$ cat src/mhd_pkg.sv
// ----------------------------------------------------------------------------
// mhd_pkg: shared types and helpers for the marker id decoder
// Status codes, grid types and the grid reshaping functions.
// ----------------------------------------------------------------------------
package mhd_pkg;

   localparam int unsigned CellW  = 49;
   localparam int unsigned Side   = 5;
   localparam int unsigned InnerW = Side * Side;
   localparam int unsigned NumRot = 4;

   typedef logic [1:0] status_type;
   localparam status_type ST_DECODED = 2'd0;
   localparam status_type ST_BORDER  = 2'd1;
   localparam status_type ST_DIST    = 2'd2;

   typedef logic [InnerW-1:0] grid_type;    // bit y*5+x is row y, column x
   typedef logic [2:0]        rdist_type;   // least distance of one row, 0..5
   typedef logic [4:0]        score_type;   // sum over five rows, 0..25
   typedef rdist_type [Side-1:0] row_dists_type;

   // Mask of the outer ring of the 7x7 grid.
   function automatic logic [CellW-1:0] border_mask();
      logic [CellW-1:0] m;
      m = '0;
      for (int y = 0; y < 7; y++) begin
         for (int x = 0; x < 7; x++) begin
            if (y == 0 || y == 6 || x == 0 || x == 6) begin
               m[y*7+x] = 1'b1;
            end
         end
      end
      return m;
   endfunction

   // Pull the inner 5x5 cells out of the 7x7 grid.
   function automatic grid_type inner_grid(logic [CellW-1:0] c);
      grid_type g;
      for (int y = 0; y < Side; y++) begin
         for (int x = 0; x < Side; x++) begin
            g[y*Side+x] = c[(y+1)*7+x+1];
         end
      end
      return g;
   endfunction

   // One quarter turn: new cell (i, j) takes old cell (4 - j, i).
   function automatic grid_type quarter_turn(grid_type s);
      grid_type d;
      for (int i = 0; i < Side; i++) begin
         for (int j = 0; j < Side; j++) begin
            d[i*Side+j] = s[(Side-1-j)*Side+i];
         end
      end
      return d;
   endfunction

endpackage

$ cat src/mhd_row_dist.sv
// ----------------------------------------------------------------------------
// mhd_row_dist: least codeword distance of each row of one 5x5 grid
// Each row is compared against the four 5-bit codewords; the smallest
// Hamming distance per row is returned.
// ----------------------------------------------------------------------------
module mhd_row_dist
   import mhd_pkg::*;
(
   input  grid_type      grid,
   output row_dists_type dists
);

   // Codewords with column 0 in bit 0.
   localparam logic [4:0] CW0 = 5'b00001;
   localparam logic [4:0] CW1 = 5'b11101;
   localparam logic [4:0] CW2 = 5'b10010;
   localparam logic [4:0] CW3 = 5'b01110;

   function automatic rdist_type pop5(logic [4:0] v);
      rdist_type n;
      n = '0;
      for (int b = 0; b < 5; b++) begin
         n = n + rdist_type'(v[b]);
      end
      return n;
   endfunction

   function automatic rdist_type min2(rdist_type a, rdist_type b);
      return (b < a) ? b : a;
   endfunction

   always_comb begin
      for (int r = 0; r < Side; r++) begin
         dists[r] = min2(min2(pop5(grid[r*Side +: Side] ^ CW0),
                              pop5(grid[r*Side +: Side] ^ CW1)),
                         min2(pop5(grid[r*Side +: Side] ^ CW2),
                              pop5(grid[r*Side +: Side] ^ CW3)));
      end
   end

endmodule

$ cat src/marker_id_hamming_decode.sv
// ----------------------------------------------------------------------------
// marker_id_hamming_decode: 5x5 Hamming marker id decoder
// Checks the black border of a 7x7 cell grid, scores four orientations of
// the inner 5x5 cells and returns status, id, rotation and distance.
// ----------------------------------------------------------------------------
// One result per accepted grid. The block is a four-register pipeline:
// input capture and border check, per-row codeword distances, per-orientation
// sums, then best-orientation selection into the output register. A grid can
// be accepted every cycle while the output side does not stall, and its result
// passes through the stage 1, 2 and 3 registers and the output register to
// rsp_valid. A stall on rsp_ready backs up through the stages; each stage keeps
// taking items while it has a free slot.
module marker_id_hamming_decode
   import mhd_pkg::*;
(
   input  logic              clock,
   input  logic              reset,
   input  logic              req_valid,
   output logic              req_ready,
   input  logic [CellW-1:0]  req_cell_bits,
   output logic              rsp_valid,
   input  logic              rsp_ready,
   output logic [1:0]        rsp_status,
   output logic [9:0]        rsp_marker_id,
   output logic [1:0]        rsp_rotation,
   output logic [3:0]        rsp_distance
);

   localparam logic [CellW-1:0] BorderMask = border_mask();

   // stage 1: inner cells and border flag
   logic     s1_valid_ff, s1_valid_in;
   grid_type s1_grid_ff;
   logic     s1_border_ff;
   // stage 2: row distances for each orientation
   logic          s2_valid_ff, s2_valid_in;
   grid_type      s2_grid_ff;
   logic          s2_border_ff;
   row_dists_type s2_dists_ff [NumRot];
   // stage 3: orientation scores
   logic      s3_valid_ff, s3_valid_in;
   grid_type  s3_grid_ff;
   logic      s3_border_ff;
   score_type s3_score_ff [NumRot];
   // stage 4: output register
   logic       rsp_valid_ff, rsp_valid_in;
   status_type status_ff, status_in;
   logic [9:0] id_ff, id_in;
   logic [1:0] rot_ff, rot_in;
   logic [3:0] dist_ff, dist_in;

   logic s1_ready, s2_ready, s3_ready, s4_ready;

   assign s4_ready  = !rsp_valid_ff || rsp_ready;
   assign s3_ready  = !s3_valid_ff || s4_ready;
   assign s2_ready  = !s2_valid_ff || s3_ready;
   assign s1_ready  = !s1_valid_ff || s2_ready;
   assign req_ready = s1_ready;

   assign s1_valid_in  = s1_ready ? req_valid   : s1_valid_ff;
   assign s2_valid_in  = s2_ready ? s1_valid_ff : s2_valid_ff;
   assign s3_valid_in  = s3_ready ? s2_valid_ff : s3_valid_ff;
   assign rsp_valid_in = s4_ready ? s3_valid_ff : rsp_valid_ff;

   always_ff @(posedge clock) begin
      if (reset) begin
         s1_valid_ff  <= 1'b0;
         s2_valid_ff  <= 1'b0;
         s3_valid_ff  <= 1'b0;
         rsp_valid_ff <= 1'b0;
      end else begin
         s1_valid_ff  <= s1_valid_in;
         s2_valid_ff  <= s2_valid_in;
         s3_valid_ff  <= s3_valid_in;
         rsp_valid_ff <= rsp_valid_in;
      end
   end

   // ---- stage 1 ----
   always_ff @(posedge clock) begin
      if (s1_ready) begin
         s1_grid_ff   <= inner_grid(req_cell_bits);
         s1_border_ff <= |(req_cell_bits & BorderMask);
      end
   end

   // ---- stage 2 ----
   grid_type      s1_turn [NumRot];
   row_dists_type s1_dists [NumRot];

   always_comb begin
      s1_turn[0] = s1_grid_ff;
      for (int k = 1; k < NumRot; k++) begin
         s1_turn[k] = quarter_turn(s1_turn[k-1]);
      end
   end

   for (genvar k = 0; k < NumRot; k++) begin : g_rot
      mhd_row_dist u_row_dist (
         .grid  (s1_turn[k]),
         .dists (s1_dists[k])
      );
   end

   always_ff @(posedge clock) begin
      if (s2_ready) begin
         s2_grid_ff   <= s1_grid_ff;
         s2_border_ff <= s1_border_ff;
         s2_dists_ff  <= s1_dists;
      end
   end

   // ---- stage 3 ----
   score_type s2_score [NumRot];

   always_comb begin
      for (int k = 0; k < NumRot; k++) begin
         s2_score[k] = '0;
         for (int r = 0; r < Side; r++) begin
            s2_score[k] = s2_score[k] + score_type'(s2_dists_ff[k][r]);
         end
      end
   end

   always_ff @(posedge clock) begin
      if (s3_ready) begin
         s3_grid_ff   <= s2_grid_ff;
         s3_border_ff <= s2_border_ff;
         s3_score_ff  <= s2_score;
      end
   end

   // ---- stage 4 ----
   grid_type  s3_turn [NumRot];
   score_type best_score;
   logic [1:0] best_k;

   always_comb begin
      s3_turn[0] = s3_grid_ff;
      for (int k = 1; k < NumRot; k++) begin
         s3_turn[k] = quarter_turn(s3_turn[k-1]);
      end

      // strict compare keeps the lowest rotation on a tie
      best_score = s3_score_ff[0];
      best_k     = 2'd0;
      for (int k = 1; k < NumRot; k++) begin
         if (s3_score_ff[k] < best_score) begin
            best_score = s3_score_ff[k];
            best_k     = 2'(k);
         end
      end

      id_in = '0;
      for (int y = 0; y < Side; y++) begin
         id_in[9-2*y] = s3_turn[best_k][y*Side+1];
         id_in[8-2*y] = s3_turn[best_k][y*Side+3];
      end

      if (s3_border_ff) begin
         status_in = ST_BORDER;
         id_in     = '0;
         rot_in    = '0;
         dist_in   = '0;
      end else begin
         rot_in  = best_k;
         dist_in = (best_score > score_type'(15)) ? 4'd15 : best_score[3:0];
         if (best_score == '0) begin
            status_in = ST_DECODED;
         end else begin
            status_in = ST_DIST;
            id_in     = '0;
         end
      end
   end

   always_ff @(posedge clock) begin
      if (s4_ready) begin
         status_ff <= status_in;
         id_ff     <= id_in;
         rot_ff    <= rot_in;
         dist_ff   <= dist_in;
      end
   end

   assign rsp_valid     = rsp_valid_ff;
   assign rsp_status    = status_ff;
   assign rsp_marker_id = id_ff;
   assign rsp_rotation  = rot_ff;
   assign rsp_distance  = dist_ff;

endmodule

$ cat config.mk
export PLATFORM = sky130hd
export DESIGN_NAME = marker_id_hamming_decode
export DESIGN_NICKNAME = d
export VERILOG_FILES = /design/src/mhd_pkg.sv /design/src/mhd_row_dist.sv /design/src/marker_id_hamming_decode.sv
export SDC_FILE = /design/constraint.sdc
export NUM_CORES = 1
export LEC_CHECK = 0
export BUFFER_PORTS_ARGS = -buffer_cell sky130_fd_sc_hd__buf_2
export CORE_ASPECT_RATIO = 1.1
export CORE_MARGIN = 10
export CORE_UTILIZATION = 54
export DETAILED_ROUTE_END_ITERATION = 8
export PLACE_DENSITY = 0.71
export SLEW_MARGIN = 20
export SYNTH_ARGS = -nofsm -noshare
export SYNTH_HDL_FRONTEND = slang
export SYNTH_SLANG_ARGS = --single-unit
export TNS_END_PERCENT = 5
$ cat constraint.sdc
create_clock -name clock -period 7.8 [get_ports clock]
set_input_delay 1.17 -clock clock [delete_from_list [all_inputs] [get_ports clock]]
set_output_delay 1.17 -clock clock [all_outputs]
set_load 0.01 [all_outputs]
# Word-level counts from Yosys, hierarchy flattened
# Index checks and enable logic that the tools add are counted.
# totals
out_inout_bits,20
reg_bits,180
inputBits,53
# classes
magnitude_cmp,65
n_addsub,336
n_reduce_logical,11
n_mux,71
bitwise,78
# op_table
cell,count
3-bit by 1-bit adder with 3-bit output,240
3-bit < comparator,60
3-bit two-way mux,60
1-bit by 1-bit adder with 2-bit output,80
4-bit NOT,20
3-bit NOT,20
25-bit binary-select mux with 2-bit select,1
24-bit two-way mux,2
5-bit by 3-bit adder with 5-bit output,8
2-bit NOT,20
24-bit OR reduction,1
4-bit by 3-bit adder with 5-bit output,4
1-bit NOT,17
3-bit by 3-bit adder with 4-bit output,4
5-bit < comparator,3
5-bit two-way mux,3
2-bit two-way mux,3
5-bit by 4-bit > comparator with 1-bit output (second input constant),1
5-bit zero test,1
1-bit zero test,4
1-bit logical OR,4
4-bit two-way mux,1
3-bit greater-or-equal comparator (second input constant),1
2-bit NOT with 3-bit output,1
2 further kinds,2

# Depth between registers and ports, before layout
# depth
ltp_word,10
mapped_depth,28
ltp_nobuf,24

# Cells and area by module
# A second synthesis with hierarchy kept.
# unflattened
cells_unflattened,1677
hier_area_um2,17685.7
# by_module_without_submodules
mod,cells_per_inst,n_inst,seq_area_each_um2,area_per_inst_um2
marker_id_hamming_decode,463,1,4824.6,7338.3
mhd_row_dist (g_rot[0].u_row_dist),303,1,0.0,2592.5
mhd_row_dist (g_rot[2].u_row_dist),303,1,0.0,2590.0
mhd_row_dist (g_rot[3].u_row_dist),305,1,0.0,2585.0
mhd_row_dist (g_rot[1].u_row_dist),303,1,0.0,2580.0

# Worst setup path after synthesis
# OpenSTA, ideal clock, no wires.
# synth_path
kind,flip-flop to flip-flop
startpoint,register s3_score_ff[12] in the netlist's numbering
endpoint,"register id_ff[6], in the netlist rsp_marker_id[6], data pin"
stages_incl_launch_ff,26
path_buffers,4
required_time_ns,7.528
path_slack_ns,2.002
period_less_slack_ns,5.798
arrival_ns,5.526
path_cell_list,edfxtp_1 -> ha_1 -> a21o_1 -> a311o_1 -> nand2_1 -> clkbuf_1 -> a21oi_1 -> ha_1 -> and2_1 -> a31oi_1 -> a2111oi_2 -> or2_4 -> buf_12 -> buf_2 -> nand2_1 -> o21ai_0 -> ha_1 -> a21o_1 -> a21o_1 -> a21oi_1 -> nand2_1 -> and2_1 -> mux2i_1 -> mux2i_1 -> buf_6 -> nor3b_2
# synth_between
elab_chain_len,10
word_cells_on_any_way,16
classes_between,3 x order compare; 9 x mux; 2 x bitwise; 2 x reduce/logical
# synth_rtl
element,line_no,rtl
start: declaration,marker_id_hamming_decode.sv:44,score_type s3_score_ff [NumRot];
start signal: assignment,marker_id_hamming_decode.sv:129,s3_score_ff <= s2_score;
5-bit < comparator,marker_id_hamming_decode.sv:148,if (s3_score_ff[k] < best_score) begin
5-bit two-way mux,marker_id_hamming_decode.sv:148,
5-bit < comparator,marker_id_hamming_decode.sv:148,
5-bit two-way mux,marker_id_hamming_decode.sv:148,
5-bit < comparator,marker_id_hamming_decode.sv:148,
2-bit two-way mux,marker_id_hamming_decode.sv:148,
2-bit NOT with 3-bit output (implied by the code),marker_id_hamming_decode.sv:157,id_in[8-2*y] = s3_turn[best_k][y*Side+3];
25-bit binary-select mux with 2-bit select,marker_id_hamming_decode.sv:157,
24-bit two-way mux (2 in series),-,
end signal: assignment,marker_id_hamming_decode.sv:180,id_ff <= id_in;
end: declaration,marker_id_hamming_decode.sv:48,"logic [9:0] id_ff, id_in;"
# Several ways; a longest one is shown, not always the timed one. The select of a mux whose other input is x is not followed.
# A chain may end at the register's enable or synchronous reset.

# Worst setup path in the final report
# layout_path
startpoint,register s3_score_ff[17] in the netlist's numbering
endpoint,"register id_ff[9], in the netlist rsp_marker_id[9], data pin"
# layout_between
elab_chain_len,10
word_cells_on_any_way,16
classes_between,3 x order compare; 9 x mux; 2 x bitwise; 2 x reduce/logical
# layout_rtl
element,line_no,rtl
5-bit < comparator,marker_id_hamming_decode.sv:148,
5-bit two-way mux,marker_id_hamming_decode.sv:148,
5-bit < comparator,marker_id_hamming_decode.sv:148,
5-bit two-way mux,marker_id_hamming_decode.sv:148,
5-bit < comparator,marker_id_hamming_decode.sv:148,
2-bit two-way mux,marker_id_hamming_decode.sv:148,
2-bit NOT with 3-bit output (implied by the code),marker_id_hamming_decode.sv:156,id_in[9-2*y] = s3_turn[best_k][y*Side+1];
25-bit binary-select mux with 2-bit select,marker_id_hamming_decode.sv:156,
24-bit two-way mux (2 in series),-,
# Several ways; a longest one is shown, not always the timed one. The select of a mux whose other input is x is not followed.

==> metrics.txt <==
sequential share of power 0.209; num ports 73; Seq/Total Area, Yosys 0.268; Slew @ Worst Pin 1.07 ns; routed vias/inst 5.30; Final HPWL DP 31600 um; setup TNS 0 ns; Reg area 4820 um2; area grow syn2layout 8.36%; Post-synth top flop edfxtp_1; GPL Wtd Cong 0.880; total gr overflow 0; net count reported at finish 2326; clock tree buffer depth 2; Horiz. Die Dim 194 um; sw frac 0.459; count leader, synth inv_1; CTS sink cnt 162; synth warn 0; multi-input logic area 11600 um2; Gate power share 0.673; Post-synth EDFFs 158; DR iter-0 viols 645; die height 211 um; CP arrival 6.58 ns; CTS tree built; Core Area 33100 um2; P_sw 3430 uW; number of global-route vias before repair 12626; Synth Cell Area 18000 um2; final core occ 0.589; setup repair bufs after CTS 0; Final Max Slew Viols 0; H-tree depth 4; Mean Syn Cell Area 10.7 um2; worst hold path type flop to flop; Min Clock Period, post-route 6.41 ns; initial core utilization 0.543; all-layer global routing usage 0.190; routed len/inst 17.1 um; Worst setup EP type flop; CP max FO 29; fmax 156 MHz; Antenna Violating Nets Remaining 0; # DRC 0; Leak 0.00957 uW; post-cts sizing count 0; Final Hold Viols 0; # rows 70; VDD IR max 0.268 mV; Pint 4040 uW; share of layout cells above drive strength 1 0.0915; largest net degree at the start of global routing 78; DRT Pass-1 Iters 5; # setup viols final 0; hold_buf cts 0; cells after synthesis 1679; Cell Pwr Density 383 nW/um2; CTS root buffer clkbuf_16; asr flop ratio synth 0; Final Skew 0.0184 ns; DIE AREA 41000 um2; status complete, no violations; Clk pwr share 0.118; CP required 7.97 ns; Slew HR 0.284; Final period util 0.822; number of buffers created by CTS 17; via count 11727; Yosys cell types 57; Max Cap Viol 0; Synth Register Bits 162; initial antenna violation count 0; # port buffers 72; WL final 38000 um; worst skew pair latency 0.45 ns; leading area contributor after synthesis edfxtp_1; Setup CP Type flop to flop; RSZ-0062 raised after global routing no; Synth top area share 0.264; net count after synthesis 2236; clk slew on worst S/H paths 0.08 ns; Post-synth top cells 409 x inv_1, 312 x ha_1, 192 x fa_1; Ant. Diodes 0; # fillers 2714; first-pass GRT wire length 62800 um; Startpoint Class flop; dominant cells by area after synthesis edfxtp_1 26%, ha_1 22%, fa_1 21%
-- cell families after synthesis --
| group | after synthesis | share of synthesized area |
|---|---|---|
| AO/OA/AOI/OAI | 318 | 0.112 |
| flip-flops | 162 | 0.268 |
| buffers and inverters | 418 | 0.0893 |
| XOR/XNOR | 8 | 0.00389 |
| multiplexers | 70 | 0.0404 |
| adder cells (fa/ha/maj) | 504 | 0.431 |
| AND/OR/NAND/NOR | 199 | 0.0560 |
-- routing by layer --
layer  track usage  up-vias  part of all wire
li1              -     5733                 -
met1         0.227     5724              0.42
met2         0.342      214              0.51
met3        0.0223       56             0.034
met4        0.0796        0             0.038
met5             0        -                 0
-- layout by cell type, fill, tap and decap left out, types with 4 or more instances in the layout --
cell type and count:
nor2_1 45, a211oi_1 4, mux2_2 20, inv_1 408, ha_1 312, fa_1 192, nand2_1 60, a31oi_1 15
nor2b_1 5, xnor2_1 8, edfxtp_1 158, dfxtp_1 4, a21oi_1 128, inv_8 4, a31o_2 13, nand3_1 7
nand2b_1 53, clkbuf_16 17, a211oi_2 6, o21bai_1 40, buf_2 72, a211o_1 6, a21boi_0 12, a21o_1 17
o21ai_0 63, nor4_1 6, buf_4 8, mux2i_1 49
-- worst max-delay path, stage by stage (launching register included) --
cell and delay [ns]:
edfxtp_1 0.42, inv_1 0.10, ha_1 0.28, a21o_1 0.21, a311o_1 0.38, nand2_1 0.58
a21oi_1 0.22, ha_1 0.33, and2_1 0.15, a31oi_1 0.10, a2111oi_2 0.56, or2_4 0.43
nand2_1 0.09, o21ai_0 0.09, ha_1 0.27, a21o_1 0.16, a21o_1 0.17, a21oi_1 0.24
nand2b_1 0.19, o311ai_4 0.57, buf_4 0.29, mux2i_1 0.24, nor3_2 0.05
-- area by class of cell --
type | instances | area share
timing repair buffer | 80 | 0.0216
multi-input combinational | 1099 | 0.593
inverter | 409 | 0.0788
clock buffer | 17 | 0.0218
clock inverter | 15 | 0.00963
tap | 432 | 0.0277
sequential | 162 | 0.247
-- worst paths after layout --
path / startpoint / end / slack [ns] / cells past startpoint
min reg2reg: s2_grid_ff[1] / s3_grid_ff[1] / 0.42 / 0
max reg2reg: s3_score_ff[17] / rsp_marker_id[9] / 1.39 / 22
min: s2_grid_ff[1] / s3_grid_ff[1] / 0.42 / 0
max: s3_score_ff[17] / rsp_marker_id[9] / 1.39 / 22
-- stage by stage --
step	worst slack [ns]	total power, uW	area (um2)	std cells	hold WS [ns]
floorplan	2.00	5440	18000	1679	0.400
global placement	1.47	6350	18900	2182	0.402
detailed placement	1.43	6540	18900	2182	0.405
CTS	1.42	7490	19500	2214	0.422
global route	0.911	8250	19500	2214	0.425
finish	1.39	7470	19500	2214	0.423
-- registers in the layout (all words and copies together), names as in the netlist, 2 cells and up --
| signal | count |
|---|---|
| rsp_marker_id | 10 |
| s2_dists_ff | 60 |
| s3_grid_ff | 16 |
| rsp_distance | 4 |
| s1_grid_ff | 25 |
| s3_score_ff | 20 |
| rsp_status | 2 |
| rsp_rotation | 2 |
| s2_grid_ff | 16 |
-- power groups by stage --
| stage | clock [uW] | combinational, uW | sequential [uW] |
|---|---|---|---|
| 6_report | 884 | 5030 | 1560 |
| 4_1_cts | 900 | 5030 | 1560 |
| 2_1_floorplan | 0 | 3940 | 1490 |
| 3_3_place_gp | 0 | 4780 | 1580 |
| 3_5_place_dp | 0 | 4960 | 1580 |
| 5_1_grt | 934 | 5740 | 1580 |
Note: power is estimated with default switching activity, not from simulation.
